==> config.mk <==
export PLATFORM = sky130hd
export DESIGN_NAME = bounded_char_sequence_store
export DESIGN_NICKNAME = d
export VERILOG_FILES = /design/src/hdl/bcss_pkg.sv /design/src/hdl/bcss_ram.sv /design/src/hdl/bounded_char_sequence_store.sv
export VERILOG_INCLUDE_DIRS = /design/src /design/src/hdl
export SDC_FILE = /design/constraint.sdc
export NUM_CORES = 1
export LEC_CHECK = 0
export BUFFER_PORTS_ARGS = -buffer_cell sky130_fd_sc_hd__buf_2
export CAP_MARGIN = 10
export CORE_ASPECT_RATIO = 0.5
export CORE_MARGIN = 2
export CORE_UTILIZATION = 30
export DETAILED_ROUTE_END_ITERATION = 16
export SLEW_MARGIN = 20
export SYNTH_ARGS = -nofsm -noshare
export SYNTH_HDL_FRONTEND = slang
export SYNTH_SLANG_ARGS = --single-unit
==> constraint.sdc <==
create_clock -name clk -period 8.4 [get_ports clk]
set_input_delay 0.42 -clock clk [delete_from_list [all_inputs] [get_ports clk]]
set_output_delay 0.42 -clock clk [all_outputs]
set_load 0.005 [all_outputs]
==> src/hdl/bounded_char_sequence_store_assert.svh <==
// Assertion macros used by the sequence store RTL.
`ifndef BOUNDED_CHAR_SEQUENCE_STORE_ASSERT_SVH
`define BOUNDED_CHAR_SEQUENCE_STORE_ASSERT_SVH
`ifndef SYNTH
// Same-cycle implication, held off during reset.
`define BCSS_ASSERT_IMPL(label, clk, rst_n, ante, cons) \
	label: assert property (@(posedge clk) disable iff (!rst_n) (ante) |-> (cons)) \
		else $error("bcss assertion failed");
// Next-cycle implication, held off during reset.
`define BCSS_ASSERT_NEXT(label, clk, rst_n, ante, cons) \
	label: assert property (@(posedge clk) disable iff (!rst_n) (ante) |=> (cons)) \
		else $error("bcss assertion failed");
`else
`define BCSS_ASSERT_IMPL(label, clk, rst_n, ante, cons)
`define BCSS_ASSERT_NEXT(label, clk, rst_n, ante, cons)
`endif
`endif

==> src/hdl/bcss_pkg.sv <==
// Types, codes and control store of the character sequence store.
package bcss_pkg;

	localparam int FUNC_W   = 4;
	localparam int CHAR_W   = 8;
	localparam int POS_W    = 7;
	localparam int STATUS_W = 2;
	localparam int STEP_W   = 5;

	typedef logic [FUNC_W-1:0]   func_t;
	typedef logic [STATUS_W-1:0] status_t;
	typedef logic [STEP_W-1:0]   step_t;
	typedef logic [2:0]          ptr_op_t;
	typedef logic [2:0]          idx_op_t;
	typedef logic [1:0]          cnt_op_t;
	typedef logic [1:0]          roff_t;
	typedef logic [2:0]          cond_t;

	// command codes
	localparam func_t CMD_PUSH_FRONT    = 4'd0;
	localparam func_t CMD_PUSH_BACK     = 4'd1;
	localparam func_t CMD_INSERT_AT     = 4'd2;
	localparam func_t CMD_SORTED_INSERT = 4'd3;
	localparam func_t CMD_POP_FRONT     = 4'd4;
	localparam func_t CMD_POP_BACK      = 4'd5;
	localparam func_t CMD_REMOVE_AT     = 4'd6;
	localparam func_t CMD_REPLACE       = 4'd7;
	localparam func_t CMD_READ_AT       = 4'd8;
	localparam func_t CMD_FIRST         = 4'd9;
	localparam func_t CMD_LAST          = 4'd10;
	localparam func_t CMD_CLEAR         = 4'd11;

	// status codes
	localparam status_t ST_OK    = 2'd0;
	localparam status_t ST_EMPTY = 2'd1;
	localparam status_t ST_RANGE = 2'd2;
	localparam status_t ST_FULL  = 2'd3;

	// pointer operations
	localparam ptr_op_t PTR_HOLD  = 3'd0;
	localparam ptr_op_t PTR_ZERO  = 3'd1;
	localparam ptr_op_t PTR_CNT   = 3'd2;
	localparam ptr_op_t PTR_CNTM1 = 3'd3;
	localparam ptr_op_t PTR_POS   = 3'd4;
	localparam ptr_op_t PTR_INC   = 3'd5;
	localparam ptr_op_t PTR_DEC   = 3'd6;

	// target index operations
	localparam idx_op_t IDX_HOLD = 3'd0;
	localparam idx_op_t IDX_ZERO = 3'd1;
	localparam idx_op_t IDX_CNT  = 3'd2;
	localparam idx_op_t IDX_POS  = 3'd3;
	localparam idx_op_t IDX_LESS = 3'd4;

	// length operations
	localparam cnt_op_t CNT_HOLD = 2'd0;
	localparam cnt_op_t CNT_INC  = 2'd1;
	localparam cnt_op_t CNT_DEC  = 2'd2;
	localparam cnt_op_t CNT_ZERO = 2'd3;

	// read address relative to the pointer
	localparam roff_t RD_AT    = 2'd0;
	localparam roff_t RD_BELOW = 2'd1;
	localparam roff_t RD_ABOVE = 2'd2;

	// jump conditions
	localparam cond_t COND_NEVER       = 3'd0;
	localparam cond_t COND_ALWAYS      = 3'd1;
	localparam cond_t COND_PTR_GT_IDX  = 3'd2;
	localparam cond_t COND_PTR1_LT_CNT = 3'd3;
	localparam cond_t COND_PTR_LT_CNT  = 3'd4;

	// control store addresses
	localparam step_t STEP_IDLE  = 5'd0;
	localparam step_t STEP_FIN   = 5'd1;
	localparam step_t STEP_PFRNT = 5'd2;
	localparam step_t STEP_PBACK = 5'd3;
	localparam step_t STEP_INSAT = 5'd4;
	localparam step_t STEP_SORT0 = 5'd5;
	localparam step_t STEP_SORT1 = 5'd6;
	localparam step_t STEP_SORT2 = 5'd7;
	localparam step_t STEP_UP    = 5'd8;
	localparam step_t STEP_PUT   = 5'd9;
	localparam step_t STEP_POPF  = 5'd10;
	localparam step_t STEP_POPB  = 5'd11;
	localparam step_t STEP_REMAT = 5'd12;
	localparam step_t STEP_DOWN  = 5'd13;
	localparam step_t STEP_DROP  = 5'd14;
	localparam step_t STEP_REPL0 = 5'd15;
	localparam step_t STEP_REPL1 = 5'd16;
	localparam step_t STEP_FIRST = 5'd17;
	localparam step_t STEP_LAST  = 5'd18;
	localparam step_t STEP_RDAT  = 5'd19;
	localparam step_t STEP_RD1   = 5'd20;
	localparam step_t STEP_RD2   = 5'd21;
	localparam step_t STEP_CLR   = 5'd22;

	typedef struct packed {
		ptr_op_t ptr_op;
		roff_t   roff;
		idx_op_t idx_op;
		logic    wr_ch;
		cnt_op_t cnt_op;
		logic    clr_less;
		logic    scan;
		logic    shift;
		logic    grab;
		logic    done;
		cond_t   cond;
		step_t   target;
	} uword_t;

	function automatic uword_t uw(input ptr_op_t ptr_op, input roff_t roff,
			input idx_op_t idx_op, input logic wr_ch, input cnt_op_t cnt_op,
			input logic clr_less, input logic scan, input logic shift,
			input logic grab, input logic done, input cond_t cond, input step_t target);
		uword_t w;
		w.ptr_op   = ptr_op;
		w.roff     = roff;
		w.idx_op   = idx_op;
		w.wr_ch    = wr_ch;
		w.cnt_op   = cnt_op;
		w.clr_less = clr_less;
		w.scan     = scan;
		w.shift    = shift;
		w.grab     = grab;
		w.done     = done;
		w.cond     = cond;
		w.target   = target;
		return w;
	endfunction

	// Control store: one word per step.
	function automatic uword_t ucode(input step_t step);
		uword_t w;
		unique case (step)
			STEP_FIN:   w = uw(PTR_HOLD, RD_AT, IDX_HOLD, 1'b0, CNT_HOLD,
					1'b0, 1'b0, 1'b0, 1'b0, 1'b1, COND_ALWAYS, STEP_IDLE);
			STEP_PFRNT: w = uw(PTR_CNT, RD_AT, IDX_ZERO, 1'b0, CNT_HOLD,
					1'b0, 1'b0, 1'b0, 1'b0, 1'b0, COND_ALWAYS, STEP_UP);
			STEP_PBACK: w = uw(PTR_CNT, RD_AT, IDX_CNT, 1'b0, CNT_HOLD,
					1'b0, 1'b0, 1'b0, 1'b0, 1'b0, COND_ALWAYS, STEP_UP);
			STEP_INSAT: w = uw(PTR_CNT, RD_AT, IDX_POS, 1'b0, CNT_HOLD,
					1'b0, 1'b0, 1'b0, 1'b0, 1'b0, COND_ALWAYS, STEP_UP);
			STEP_SORT0: w = uw(PTR_ZERO, RD_AT, IDX_HOLD, 1'b0, CNT_HOLD,
					1'b1, 1'b0, 1'b0, 1'b0, 1'b0, COND_NEVER, STEP_IDLE);
			STEP_SORT1: w = uw(PTR_INC, RD_AT, IDX_HOLD, 1'b0, CNT_HOLD,
					1'b0, 1'b1, 1'b0, 1'b0, 1'b0, COND_PTR_LT_CNT, STEP_SORT1);
			STEP_SORT2: w = uw(PTR_CNT, RD_AT, IDX_LESS, 1'b0, CNT_HOLD,
					1'b0, 1'b0, 1'b0, 1'b0, 1'b0, COND_NEVER, STEP_IDLE);
			STEP_UP:    w = uw(PTR_DEC, RD_BELOW, IDX_HOLD, 1'b0, CNT_HOLD,
					1'b0, 1'b0, 1'b1, 1'b0, 1'b0, COND_PTR_GT_IDX, STEP_UP);
			STEP_PUT:   w = uw(PTR_HOLD, RD_AT, IDX_HOLD, 1'b1, CNT_INC,
					1'b0, 1'b0, 1'b0, 1'b0, 1'b0, COND_ALWAYS, STEP_FIN);
			STEP_POPF:  w = uw(PTR_ZERO, RD_AT, IDX_HOLD, 1'b0, CNT_HOLD,
					1'b0, 1'b0, 1'b0, 1'b0, 1'b0, COND_ALWAYS, STEP_DOWN);
			STEP_POPB:  w = uw(PTR_CNTM1, RD_AT, IDX_HOLD, 1'b0, CNT_HOLD,
					1'b0, 1'b0, 1'b0, 1'b0, 1'b0, COND_ALWAYS, STEP_DOWN);
			STEP_REMAT: w = uw(PTR_POS, RD_AT, IDX_HOLD, 1'b0, CNT_HOLD,
					1'b0, 1'b0, 1'b0, 1'b0, 1'b0, COND_NEVER, STEP_IDLE);
			STEP_DOWN:  w = uw(PTR_INC, RD_ABOVE, IDX_HOLD, 1'b0, CNT_HOLD,
					1'b0, 1'b0, 1'b1, 1'b0, 1'b0, COND_PTR1_LT_CNT, STEP_DOWN);
			STEP_DROP:  w = uw(PTR_HOLD, RD_AT, IDX_HOLD, 1'b0, CNT_DEC,
					1'b0, 1'b0, 1'b0, 1'b0, 1'b0, COND_ALWAYS, STEP_FIN);
			STEP_REPL0: w = uw(PTR_HOLD, RD_AT, IDX_POS, 1'b0, CNT_HOLD,
					1'b0, 1'b0, 1'b0, 1'b0, 1'b0, COND_NEVER, STEP_IDLE);
			STEP_REPL1: w = uw(PTR_HOLD, RD_AT, IDX_HOLD, 1'b1, CNT_HOLD,
					1'b0, 1'b0, 1'b0, 1'b0, 1'b0, COND_ALWAYS, STEP_FIN);
			STEP_FIRST: w = uw(PTR_ZERO, RD_AT, IDX_HOLD, 1'b0, CNT_HOLD,
					1'b0, 1'b0, 1'b0, 1'b0, 1'b0, COND_ALWAYS, STEP_RD1);
			STEP_LAST:  w = uw(PTR_CNTM1, RD_AT, IDX_HOLD, 1'b0, CNT_HOLD,
					1'b0, 1'b0, 1'b0, 1'b0, 1'b0, COND_ALWAYS, STEP_RD1);
			STEP_RDAT:  w = uw(PTR_POS, RD_AT, IDX_HOLD, 1'b0, CNT_HOLD,
					1'b0, 1'b0, 1'b0, 1'b0, 1'b0, COND_NEVER, STEP_IDLE);
			STEP_RD1:   w = uw(PTR_HOLD, RD_AT, IDX_HOLD, 1'b0, CNT_HOLD,
					1'b0, 1'b0, 1'b0, 1'b0, 1'b0, COND_NEVER, STEP_IDLE);
			STEP_RD2:   w = uw(PTR_HOLD, RD_AT, IDX_HOLD, 1'b0, CNT_HOLD,
					1'b0, 1'b0, 1'b0, 1'b1, 1'b0, COND_ALWAYS, STEP_FIN);
			STEP_CLR:   w = uw(PTR_HOLD, RD_AT, IDX_HOLD, 1'b0, CNT_ZERO,
					1'b0, 1'b0, 1'b0, 1'b0, 1'b0, COND_ALWAYS, STEP_FIN);
			// idle and unused addresses: no operation, go to or stay in idle
			default:    w = uw(PTR_HOLD, RD_AT, IDX_HOLD, 1'b0, CNT_HOLD,
					1'b0, 1'b0, 1'b0, 1'b0, 1'b0, COND_ALWAYS, STEP_IDLE);
		endcase
		return w;
	endfunction

	// First step of each command's routine.
	function automatic step_t entry_step(input func_t func);
		step_t s;
		unique case (func)
			CMD_PUSH_FRONT:    s = STEP_PFRNT;
			CMD_PUSH_BACK:     s = STEP_PBACK;
			CMD_INSERT_AT:     s = STEP_INSAT;
			CMD_SORTED_INSERT: s = STEP_SORT0;
			CMD_POP_FRONT:     s = STEP_POPF;
			CMD_POP_BACK:      s = STEP_POPB;
			CMD_REMOVE_AT:     s = STEP_REMAT;
			CMD_REPLACE:       s = STEP_REPL0;
			CMD_READ_AT:       s = STEP_RDAT;
			CMD_FIRST:         s = STEP_FIRST;
			CMD_LAST:          s = STEP_LAST;
			CMD_CLEAR:         s = STEP_CLR;
			default:           s = STEP_FIN;
		endcase
		return s;
	endfunction

endpackage

==> src/hdl/bcss_ram.sv <==
// Generic single-write, single-read RAM with registered read data.
module bcss_ram #(
	parameter int WIDTH = 8,
	parameter int DEPTH = 64
) (
	input  logic                     clk,
	input  logic                     we,
	input  logic [$clog2(DEPTH)-1:0] waddr,
	input  logic [WIDTH-1:0]         wdata,
	input  logic [$clog2(DEPTH)-1:0] raddr,
	output logic [WIDTH-1:0]         rdata
);

	logic [WIDTH-1:0] mem_q [DEPTH];
	logic [WIDTH-1:0] rdata_q;

	always_ff @(posedge clk) begin
		if (we) begin
			mem_q[waddr] <= wdata;
		end
		rdata_q <= mem_q[raddr];
	end

	assign rdata = rdata_q;

endmodule

==> src/hdl/bounded_char_sequence_store.sv <==
// Bounded character sequence store: top level with microcoded sequencer and datapath.
// One command at a time. Inserts and removes move one entry per cycle through the RAM,
// and a sorted insert first scans the stored entries to find its index. A new command
// can be taken as soon as the result is registered. Reset empties the store; RAM is
// not cleared.
`include "bounded_char_sequence_store_assert.svh"

module bounded_char_sequence_store #(
	parameter int CAPACITY = 64
) (
	input  logic                           clk,
	input  logic                           arst_n,
	input  logic                           in_valid,
	output logic                           in_ready,
	input  logic [bcss_pkg::FUNC_W-1:0]    func,
	input  logic [bcss_pkg::CHAR_W-1:0]    char_in,
	input  logic [bcss_pkg::POS_W-1:0]     position,
	output logic                           out_valid,
	input  logic                           out_ready,
	output logic [bcss_pkg::CHAR_W-1:0]    char_out,
	output logic [$clog2(CAPACITY + 1)-1:0] count,
	output logic [bcss_pkg::STATUS_W-1:0]  status
);

	localparam int CNT_W = $clog2(CAPACITY + 1);
	localparam int AW    = $clog2(CAPACITY);
	localparam int CW    = (CNT_W > bcss_pkg::POS_W) ? CNT_W : bcss_pkg::POS_W;
	localparam logic [CNT_W-1:0] CAP_C = CNT_W'(CAPACITY);

	bcss_pkg::step_t   upc_q;
	bcss_pkg::uword_t  uw;
	bcss_pkg::status_t chk_status;

	logic [CNT_W-1:0] cnt_q;
	logic [CNT_W-1:0] ptr_q;
	logic [CNT_W-1:0] idx_q;
	logic [CNT_W-1:0] less_q;
	logic [bcss_pkg::CHAR_W-1:0] ch_q;
	logic [bcss_pkg::POS_W-1:0]  pos_q;
	logic [bcss_pkg::CHAR_W-1:0] rd_q;
	bcss_pkg::status_t st_q;

	logic          pend_s1;
	logic          cmp_s1;
	logic [AW-1:0] waddr_s1;

	logic out_valid_q;
	logic [bcss_pkg::CHAR_W-1:0] char_out_q;
	logic [CNT_W-1:0]            count_q;
	bcss_pkg::status_t           status_q;

	logic [CW-1:0]    pos_x;
	logic [CW-1:0]    pos_qx;
	logic [CW-1:0]    cnt_x;
	logic [CNT_W:0]   ptr_inc;
	logic [CNT_W-1:0] ptr_dec;
	logic             cond_true;
	logic             finish;
	logic             accept;

	logic [AW-1:0]               raddr;
	logic [bcss_pkg::CHAR_W-1:0] rdata;
	logic                        ram_we;
	logic [AW-1:0]               ram_waddr;
	logic [bcss_pkg::CHAR_W-1:0] ram_wdata;

	assign uw       = bcss_pkg::ucode(upc_q);
	assign in_ready = (upc_q == bcss_pkg::STEP_IDLE);
	assign accept   = in_valid && in_ready;
	assign finish   = uw.done && (!out_valid_q || out_ready);

	assign pos_x   = CW'(position);
	assign pos_qx  = CW'(pos_q);
	assign cnt_x   = CW'(cnt_q);
	assign ptr_inc = {1'b0, ptr_q} + 1'b1;
	assign ptr_dec = ptr_q - 1'b1;

	// Reject checks on the incoming command against the current length.
	always_comb begin
		chk_status = bcss_pkg::ST_OK;
		unique case (func) inside
			bcss_pkg::CMD_PUSH_FRONT, bcss_pkg::CMD_PUSH_BACK,
			bcss_pkg::CMD_SORTED_INSERT: begin
				if (cnt_q == CAP_C) chk_status = bcss_pkg::ST_FULL;
			end
			bcss_pkg::CMD_INSERT_AT: begin
				if (pos_x > cnt_x) chk_status = bcss_pkg::ST_RANGE;
				else if (cnt_q == CAP_C) chk_status = bcss_pkg::ST_FULL;
			end
			bcss_pkg::CMD_POP_FRONT, bcss_pkg::CMD_POP_BACK,
			bcss_pkg::CMD_FIRST, bcss_pkg::CMD_LAST: begin
				if (cnt_q == '0) chk_status = bcss_pkg::ST_EMPTY;
			end
			bcss_pkg::CMD_REMOVE_AT: begin
				if (cnt_q == '0) begin
					chk_status = (pos_x == '0) ? bcss_pkg::ST_EMPTY : bcss_pkg::ST_RANGE;
				end else if (pos_x >= cnt_x) begin
					chk_status = bcss_pkg::ST_RANGE;
				end
			end
			bcss_pkg::CMD_REPLACE, bcss_pkg::CMD_READ_AT: begin
				if (pos_x >= cnt_x) chk_status = bcss_pkg::ST_RANGE;
			end
			default: ;
		endcase
	end

	always_comb begin
		unique case (uw.cond)
			bcss_pkg::COND_ALWAYS:      cond_true = 1'b1;
			bcss_pkg::COND_PTR_GT_IDX:  cond_true = (ptr_q > idx_q);
			bcss_pkg::COND_PTR1_LT_CNT: cond_true = (ptr_inc < {1'b0, cnt_q});
			bcss_pkg::COND_PTR_LT_CNT:  cond_true = (ptr_q < cnt_q);
			default:                    cond_true = 1'b0;
		endcase
	end

	always_comb begin
		unique case (uw.roff)
			bcss_pkg::RD_BELOW: raddr = ptr_dec[AW-1:0];
			bcss_pkg::RD_ABOVE: raddr = ptr_inc[AW-1:0];
			default:            raddr = ptr_q[AW-1:0];
		endcase
	end

	// A pending move owns the write port; otherwise the command writes its character.
	assign ram_we    = pend_s1 || uw.wr_ch;
	assign ram_waddr = pend_s1 ? waddr_s1 : idx_q[AW-1:0];
	assign ram_wdata = pend_s1 ? rdata : ch_q;

	bcss_ram #(
		.WIDTH(bcss_pkg::CHAR_W),
		.DEPTH(CAPACITY)
	) u_ram (
		.clk   (clk),
		.we    (ram_we),
		.waddr (ram_waddr),
		.wdata (ram_wdata),
		.raddr (raddr),
		.rdata (rdata)
	);

	// Sequencer and control state.
	always_ff @(posedge clk or negedge arst_n) begin
		if (!arst_n) begin
			upc_q       <= bcss_pkg::STEP_IDLE;
			cnt_q       <= '0;
			pend_s1     <= 1'b0;
			cmp_s1      <= 1'b0;
			out_valid_q <= 1'b0;
		end else begin
			if (in_ready) begin
				if (in_valid) begin
					upc_q <= (chk_status != bcss_pkg::ST_OK) ? bcss_pkg::STEP_FIN
						: bcss_pkg::entry_step(func);
				end
			end else if (uw.done) begin
				if (finish) upc_q <= uw.target;
			end else begin
				upc_q <= cond_true ? uw.target : upc_q + 1'b1;
			end

			pend_s1 <= uw.shift && cond_true;
			cmp_s1  <= uw.scan && cond_true;

			unique case (uw.cnt_op)
				bcss_pkg::CNT_INC:  cnt_q <= cnt_q + 1'b1;
				bcss_pkg::CNT_DEC:  cnt_q <= cnt_q - 1'b1;
				bcss_pkg::CNT_ZERO: cnt_q <= '0;
				default:            ;
			endcase

			if (finish) out_valid_q <= 1'b1;
			else if (out_ready) out_valid_q <= 1'b0;
		end
	end

	// Datapath registers.
	always_ff @(posedge clk) begin
		if (accept) begin
			ch_q  <= char_in;
			pos_q <= position;
			st_q  <= chk_status;
		end

		if (accept) rd_q <= '0;
		else if (uw.grab) rd_q <= rdata;

		unique case (uw.ptr_op)
			bcss_pkg::PTR_ZERO:  ptr_q <= '0;
			bcss_pkg::PTR_CNT:   ptr_q <= cnt_q;
			bcss_pkg::PTR_CNTM1: ptr_q <= cnt_q - 1'b1;
			bcss_pkg::PTR_POS:   ptr_q <= pos_qx[CNT_W-1:0];
			bcss_pkg::PTR_INC:   ptr_q <= ptr_inc[CNT_W-1:0];
			bcss_pkg::PTR_DEC:   ptr_q <= ptr_dec;
			default:             ;
		endcase

		unique case (uw.idx_op)
			bcss_pkg::IDX_ZERO: idx_q <= '0;
			bcss_pkg::IDX_CNT:  idx_q <= cnt_q;
			bcss_pkg::IDX_POS:  idx_q <= pos_qx[CNT_W-1:0];
			bcss_pkg::IDX_LESS: idx_q <= less_q;
			default:            ;
		endcase

		// count entries below the new character, one per cycle
		if (uw.clr_less) less_q <= '0;
		else if (cmp_s1 && (rdata < ch_q)) less_q <= less_q + 1'b1;

		waddr_s1 <= ptr_q[AW-1:0];

		if (finish) begin
			char_out_q <= rd_q;
			count_q    <= cnt_q;
			status_q   <= st_q;
		end
	end

	assign out_valid = out_valid_q;
	assign char_out  = char_out_q;
	assign count     = count_q;
	assign status    = status_q;

	`BCSS_ASSERT_IMPL(a_cnt_bound, clk, arst_n, 1'b1, cnt_q <= CAP_C)
	`BCSS_ASSERT_NEXT(a_accept_busy, clk, arst_n, accept, upc_q != bcss_pkg::STEP_IDLE)
	`BCSS_ASSERT_IMPL(a_wport_single, clk, arst_n, pend_s1, !uw.wr_ch && !cmp_s1)
	`BCSS_ASSERT_NEXT(a_cnt_step, clk, arst_n, 1'b1, (cnt_q == $past(cnt_q)) || (cnt_q == $past(cnt_q) + 1'b1) || (cnt_q == $past(cnt_q) - 1'b1) || (cnt_q == '0))
	`BCSS_ASSERT_IMPL(a_result_from_done, clk, arst_n, $rose(out_valid_q), $past(uw.done))

endmodule
==> results of run 1 <==
## registers in the layout (all words and copies together) (netlist names)
register,cells
out_valid,1
cmp_s1,1
pend_s1,1
count,7
u_ram.rdata,8
status,2
ptr_q,7
char_out,8
idx_q,7
ch_q,8
u_ram.mem_q,512
less_q,7
pos_q,7
cnt_q,7
rd_q,8
st_q,2
upc_q,5
waddr_s1,6
## cell type report
| class | count | share of cell area, % |
|---|---|---|
| sequential | 604 | 60.1 |
| multi-input combinational | 899 | 26.5 |
| inverter | 41 | 0.520 |
| clock buffer | 68 | 4.89 |
| tap | 1170 | 4.95 |
| clock inverter | 35 | 1.40 |
| timing repair buffer | 71 | 1.66 |
## repair_timing
item / 4_1_cts / 5_1_grt
setup buffers: 0 / 0
endpoints found under the hold margin: 28 / 0
hold buffers: 14 / 0
## critical path, cell delays in order, from the launching register on
cell	delay, ns
dfrtp_1	0.88
nor2b_1	0.58
nand2_1	0.19
ha_1	0.55
nor4bb_1	0.34
a211oi_1	0.12
nand2_4	0.59
buf_4	0.64
mux4_2	0.41
mux2_2	0.28
o211ai_1	0.27
nor3_1	0.09
## worst paths after layout
| check | start | slack, ns | cells after the start | to |
|---|---|---|---|---|
| setup / recovery | upc_q[3] | 3.27 | 11 | u_ram.rdata[3] |
| hold / removal | position[4] | 0.02 | 1 | pos_q[4] |
| setup reg to reg | upc_q[3] | 3.27 | 11 | u_ram.rdata[3] |
| hold reg to reg | rd_q[1] | 0.41 | 0 | char_out[1] |
| max in group asynchronous | arst_n | 7.81 | 2 | out_valid |
| min in group asynchronous | arst_n | 0.28 | 2 | cnt_q[4] |
## synth_stat cells, drive strengths merged (13+ instances only)
master and number:
nor3 19, nand2 120, mux4 116, mux2i 43, nand2b 15, o21ai 54, nor2 144, o22ai 14
edfxtp 560, ha 49, dfrtp 15, inv 40, nor2b 16, mux2 43, xnor2 17, buf 46
clkbuf 28, nand4 13, dfxtp 29, o211ai 15, nand3 34, a21oi 46
## layer usage
| layer | part of all wire, % | vias up |
|---|---|---|
| met1 | 45 | 7466 |
| li1 | - | 6458 |
| met4 | 1.8 | 2 |
| met3 | 7.1 | 80 |
| met2 | 46 | 490 |
| met5 | 0.021 | - |
## metrics by stage
step | setup slack, ns | hold slack [ns] | std cells
after floorplan | 4.27 | 0.124 | 1618
after global placement | 3.49 | 0.379 | 2771
after detailed placement | 3.34 | 0.384 | 2771
after CTS | 3.31 | 0.00248 | 2888
after global routing | 2.98 | 0.0195 | 2888
final | 3.27 | 0.0234 | 2888
## power groups by stage
stage	registers [uW]	logic, uW	clock network, uW
after floorplan	4090	3230	0
after global placement	4200	4270	0
after detailed placement	4210	4320	0
after CTS	4150	4350	2650
after global routing	4180	4680	2760
final	4150	4320	2600
## cells by family after synthesis
group                      share of synthesized area (%)
AOI/OAI and AO/OA                                   5.71
xor gates and xnor gates                           0.670
adders and majority gates                           2.34
buffers and inverters                               2.51
DFF                                                 67.9
muxes                                               13.5
and+or+nand+nor                                     7.35
==> qor.yml, run 1 <==
clock_tree:
  ctsLongestPathBuffers: 3
  clk_latency_ns: 0.63
  clk_pin_slew_ns: 0.07
  tritoncts: "done"
  cts_resized: 0
  cts_root_buf: "clkbuf_16"
  clock-sinks: 604
  cts-buffers-inserted: 55
  htree_levels: 2
sta:
  worst_slew_pin_slew_ns: 1.09
  fin_skew_ns: 0.0306
  fin_crit_ns: 5.13
  period_share_pct: 61.1
  fin_tns_setup_ns: 0
  setup_viol: 0
  max_freq_mhz: 195
  rsz0062_at_grt: "false"
  slew_headroom_pct: 27.2
  final_hold_viol_count: 0
  slew_violations: 0
pwr:
  pwr-share-clk_pct: 23.5
  intPower_uw: 7050
  sequentialPowerShare_pct: 37.5
  switching_share_pct: 36.3
  peakVddDrop_mv: 0.391
  power_density_nw_per_um2: 374
  power_uw: 11100
  p_comb_share_pct: 39.0
  leakagePower_uw: 0.00946
  switching_power_uw: 4020
global_routing:
  use_met2_pct: 22.3
  met1_usage_pct: 19.5
  antenna_found_initial: 2
  grtUsageMet3_pct: 3.03
  grt_max_degree: 141
  grt-ovfl-total: 0
  busiest_layer: "met2"
  grt_pass1_vias: 14400
  grtUsageTotal_pct: 14.0
  grt_pass1_wl_um: 94600
placement:
  dp_hpwl_um: 39900
  io_buffers: 41
  gp_congestion: 0.838
  placed_area_um2: 27600
cells_and_area:
  register_area_um2: 17800
  final_common_cell: "edfxtp_1"
  drive_above_1_share_pct: 19.4
  nFillCells: 8265
  synthToLayoutAreaGrowth_pct: 13.1
  nets: 1744
  layout_common_cells: "edfxtp_1, nor2_1, nand2_1, mux4_2, clkbuf_16"
  insertedDiodeCount: 0
  multi_input_area_um2: 7850
  final_util_pct: 34.3
  final_area_um2: 29600
synth:
  ys.flop_type: "edfxtp_1"
  netlist-cell-type-count: 84
  synth.cell_area_um2: 26200
  yosysTopAreaCellShare_pct: 64.3
  synth-seq-area-share_pct: 67.9
  ys_ff_latch: 604
  syn_nets: 1690
  syn_inst: 1618
  avgSynthCellArea_um2: 16.2
  yosysWarnings: 0
  yosysTopAreaCell: "edfxtp_1"
  yosys-top-cells-area: "edfxtp_1, mux4_2, ha_1, dfxtp_1, nor2_1"
  synth-edff-count: 560
  ys_async_sr_fraction_pct: 2.48
floorplanning:
  dieWidth_um: 422
  core_um2: 86200
  row_count: 76
  initial_core_util_pct: 30.3
  die_y_um: 213
  ioPinCount: 42
  die_area_um2: 89700
worst_setup_path:
  worstSetupPathType: "reg -> reg"
  critPathCaptureType: "register"
  worstPathRequired_ns: 8.91
  arrival_ns: 5.64
  startpoint_type: "register"
  cp_max_fo: 46
drt:
  drc: 0
  dr.first_iter.drc_count: 1655
  ant_nets: 0
  viasPerCell: 5.02
  dr_total_vias: 14500
  avgRoutedWirePerCell_um: 21.8
  wl_um: 63000
  first_pass_iters: 6
flow_run:
  maxCapViolations: 0
run_status:
  status: "finished clean"
hold_path:
  hp-class: "in -> reg"
(Power assumes the default switching activity.)
==> inputs of run 2 (changes only) <==
==> constraint.sdc (replaced) <==
create_clock -name clk -period 4.8 [get_ports clk]
set_input_delay 0.24 -clock clk [delete_from_list [all_inputs] [get_ports clk]]
set_output_delay 0.24 -clock clk [all_outputs]
set_load 0.005 [all_outputs]
==> run 2 against run 1 <==
Count of clock-buffer cells in the layout is 5 higher; via count up 1.6%; hold slack better by 0.014 ns; clock skew up 0.00060 ns; setup slack worse by 2.9 ns; largest cell class unchanged; core utilization up 0.24 points; critical endpoint is now u_ram.rdata[5]; sequential power is 73% higher.
==> qor.yml, run 2 (synthesis results as in run 1) <==
worst_setup_path:
  crit_slowest_cell: "ha_1"
  critPathCaptureType: "register"
  worstSetupPathType: "reg -> reg"
  cp_top_family: "multiplexers"
  worstPathRequired_ns: 5.28  # -3.63 ns
  path_cells: "inv_1 -> ha_1 -> and2_1 -> nand2_1 -> ha_1 -> nor2_1 -> a21oi_4 -> buf_12 -> mux4_2 -> mux2i_1 -> mux2i_1 -> o211ai_1 -> nor3_1"
  cp_max_fo: 61  # +33%
  startpoint_type: "register"
  worst_path_largest_cell_delay_ns: 0.63  # -0.25 ns
  arrival_ns: 4.87  # -0.77 ns
  regToRegSetupSlack_ns: 0.41  # -2.86 ns
  cp.buffers_inverters: 2  # +1
clock_tree:
  clock-sinks: 604  # unchanged
  htree_levels: 2  # unchanged
  clk_latency_ns: 0.64  # about the same
  clk_pin_slew_ns: 0.07  # about the same
  cts_root_buf: "clkbuf_16"
  cts-buffers-inserted: 58  # +5.5%
  ctsLongestPathBuffers: 3  # unchanged
  tritoncts: "done"
global_routing:
  grtUsageTotal_pct: 14.3  # +0.35 points
  grt-ovfl-total: 0  # unchanged
  grt_pass1_wl_um: 96800  # +2.4%
  antenna_found_initial: 0  # -2
  grt_pass1_vias: 14500  # +0.66%
  grt_max_degree: 65  # -54%
floorplanning:
  ioPinCount: 42  # unchanged
  row_count: 76  # unchanged
  dieWidth_um: 422  # unchanged
  die_y_um: 213  # unchanged
  core_um2: 86200  # unchanged
  die_area_um2: 89700  # unchanged
  initial_core_util_pct: 30.3  # unchanged
pwr:
  pwr-share-clk_pct: 22.4  # -1.1 points
  switching_power_uw: 7180  # +79%
  p_comb_share_pct: 40.8  # +1.8 points
  leakagePower_uw: 0.00959  # +1.4%
  intPower_uw: 12300  # +75%
  sequentialPowerShare_pct: 36.8  # -0.7 points
  peakVddDrop_mv: 0.371  # -5.0%
  switching_share_pct: 36.8  # +0.56 points
  power_density_nw_per_um2: 654  # +75%
placement:
  io_buffers: 41  # unchanged
  gp_congestion: 0.876  # +4.5%
  dp_hpwl_um: 42300  # +6.0%
  dp_cells: 2795  # +0.87%
drt:
  avgRoutedWirePerCell_um: 22.1  # +1.3%
  drc: 0  # unchanged
  wl_um: 64600  # +2.5%
  ant_nets: 0  # unchanged
  viasPerCell: 5.04  # +0.49%
  dr_total_vias: 14700  # +1.6%
  dr.first_iter.drc_count: 1637  # -1.1%
  first_pass_iters: 6  # unchanged
cells_and_area:
  nFillCells: 8156  # -1.3%
  synthToLayoutAreaGrowth_pct: 13.9
  drive_above_1_share_pct: 20.3  # +0.95 points
  final_util_pct: 34.6  # +0.24 points
  insertedDiodeCount: 0  # unchanged
  final-instance-count-excl-fill: 2921  # +1.1%
  top_register: "u_ram.mem_q"
  final_common_cell: "edfxtp_1"
  largest_register_ffs: 512  # unchanged
  nets: 1776  # +1.8%
  layout_common_cells: "edfxtp_1, nor2_1, nand2_1, mux4_2, clkbuf_16"
sta:
  final_hold_viol_count: 0  # unchanged
  worst_slew_pin_slew_ns: 1.05  # -0.0410 ns
  slew_violations: 0  # unchanged
  fin_skew_ns: 0.0312  # +0.000600 ns
  slew_headroom_pct: 29.7  # +2.5 points
  rsz0062_at_grt: "false"
  max_freq_mhz: 228  # +17%
  fin_tns_setup_ns: 0  # unchanged
  period_share_pct: 91.4  # +30 points
  fin_crit_ns: 4.39  # -0.743 ns
  setup_viol: 0  # unchanged
hold_path:
  hp-class: "in -> reg"
flow_run:
  maxCapViolations: 0  # unchanged
run_status:
  status: "finished clean"
-- run 2: cell count changes in the layout (fill, tap and decap cells not counted), moves of 2 or more --
cell | previous run | this run
clkinv_2 | 9 | 12
clkbuf_1 | 12 | 14
dlygate4sd3_1 | 14 | 19
clkinvlp_4 | 4 | 1
bufinv_16 | 8 | 2
buf_4 | 14 | 33
buf_12 | 2 | 7
clkinv_1 | 12 | 17
clkbuf_16 | 56 | 59
-- run 2: layout make-up --
cell class	count	area, um2	share of cell area [%]
clock inverters	34	246	0.827
well taps	1170	1460	4.91
clock buffers	73	1530	5.13
repair buffers	100	783	2.63
inverters	41	154	0.516
multi-input cells	899	7850	26.3
flip-flops and latches	604	17800	59.6
-- run 2: power groups by stage --
stage                     Combinational (uW)  Sequential [uW]  Clock [uW]
after floorplan                         5640             7160           0
after global placement                  7830             7270           0
after detailed placement                7920             7270           0
after CTS                               7980             7170        4440
after global routing                    8590             7210        4640
final                                   7960             7170        4360
-- run 2: layer usage --
layer / track usage (%) / vias to the layer above / part of all wire, %
li1: - / 6518 / -
met1: 19.9 / 7675 / 45
met2: 23.2 / 461 / 47
met3: 2.86 / 80 / 6.1
met4: 3.37 / 0 / 1.9
met5: 0 / - / 0
-- run 2: worst paths after layout --
path                           from        endpoint  cells after the start
min                         func[2]        upc_q[3]                      3
max in group asynchronous    arst_n        upc_q[4]                      2
min in group asynchronous    arst_n        cnt_q[5]                      2
min reg2reg                 st_q[0]       status[0]                      0
max                        upc_q[1]  u_ram.rdata[5]                     13
max reg2reg                upc_q[1]  u_ram.rdata[5]                     13
-- run 2: stage by stage --
step / area [um2] / setup slack [ns] / total power (uW) / hold WS, ns
2_1_floorplan: 26200 / 0.667 / 12800 / -0.0556
3_3_place_gp: 27800 / 0.461 / 15100 / 0.189
3_5_place_dp: 27800 / 0.427 / 15200 / 0.191
4_1_cts: 29800 / 0.413 / 19600 / 0.00110
5_1_grt: 29800 / 0.113 / 20400 / 0.0375
6_report: 29800 / 0.412 / 19500 / 0.0369
-- run 2: worst reg2reg max path, stage by stage, from the launching register on --
cell      delay, ns
dfrtp_1        0.45
inv_1          0.18
ha_1           0.26
and2_1         0.20
nand2_1        0.11
ha_1           0.63
nor2_1         0.14
a21oi_4        0.21
buf_12         0.39
mux4_2         0.64
mux2i_1        0.23
mux2i_1        0.13
o211ai_1       0.53
nor3_1         0.13
-- run 2: repair_timing --
item / 4_1_cts / 5_1_grt
endpoints found under the setup margin: 0 / 0
hold buffers: 19 / 0
resized for setup: 0 / 0
setup buffers: 0 / 0
endpoints found under the hold margin: 32 / 0
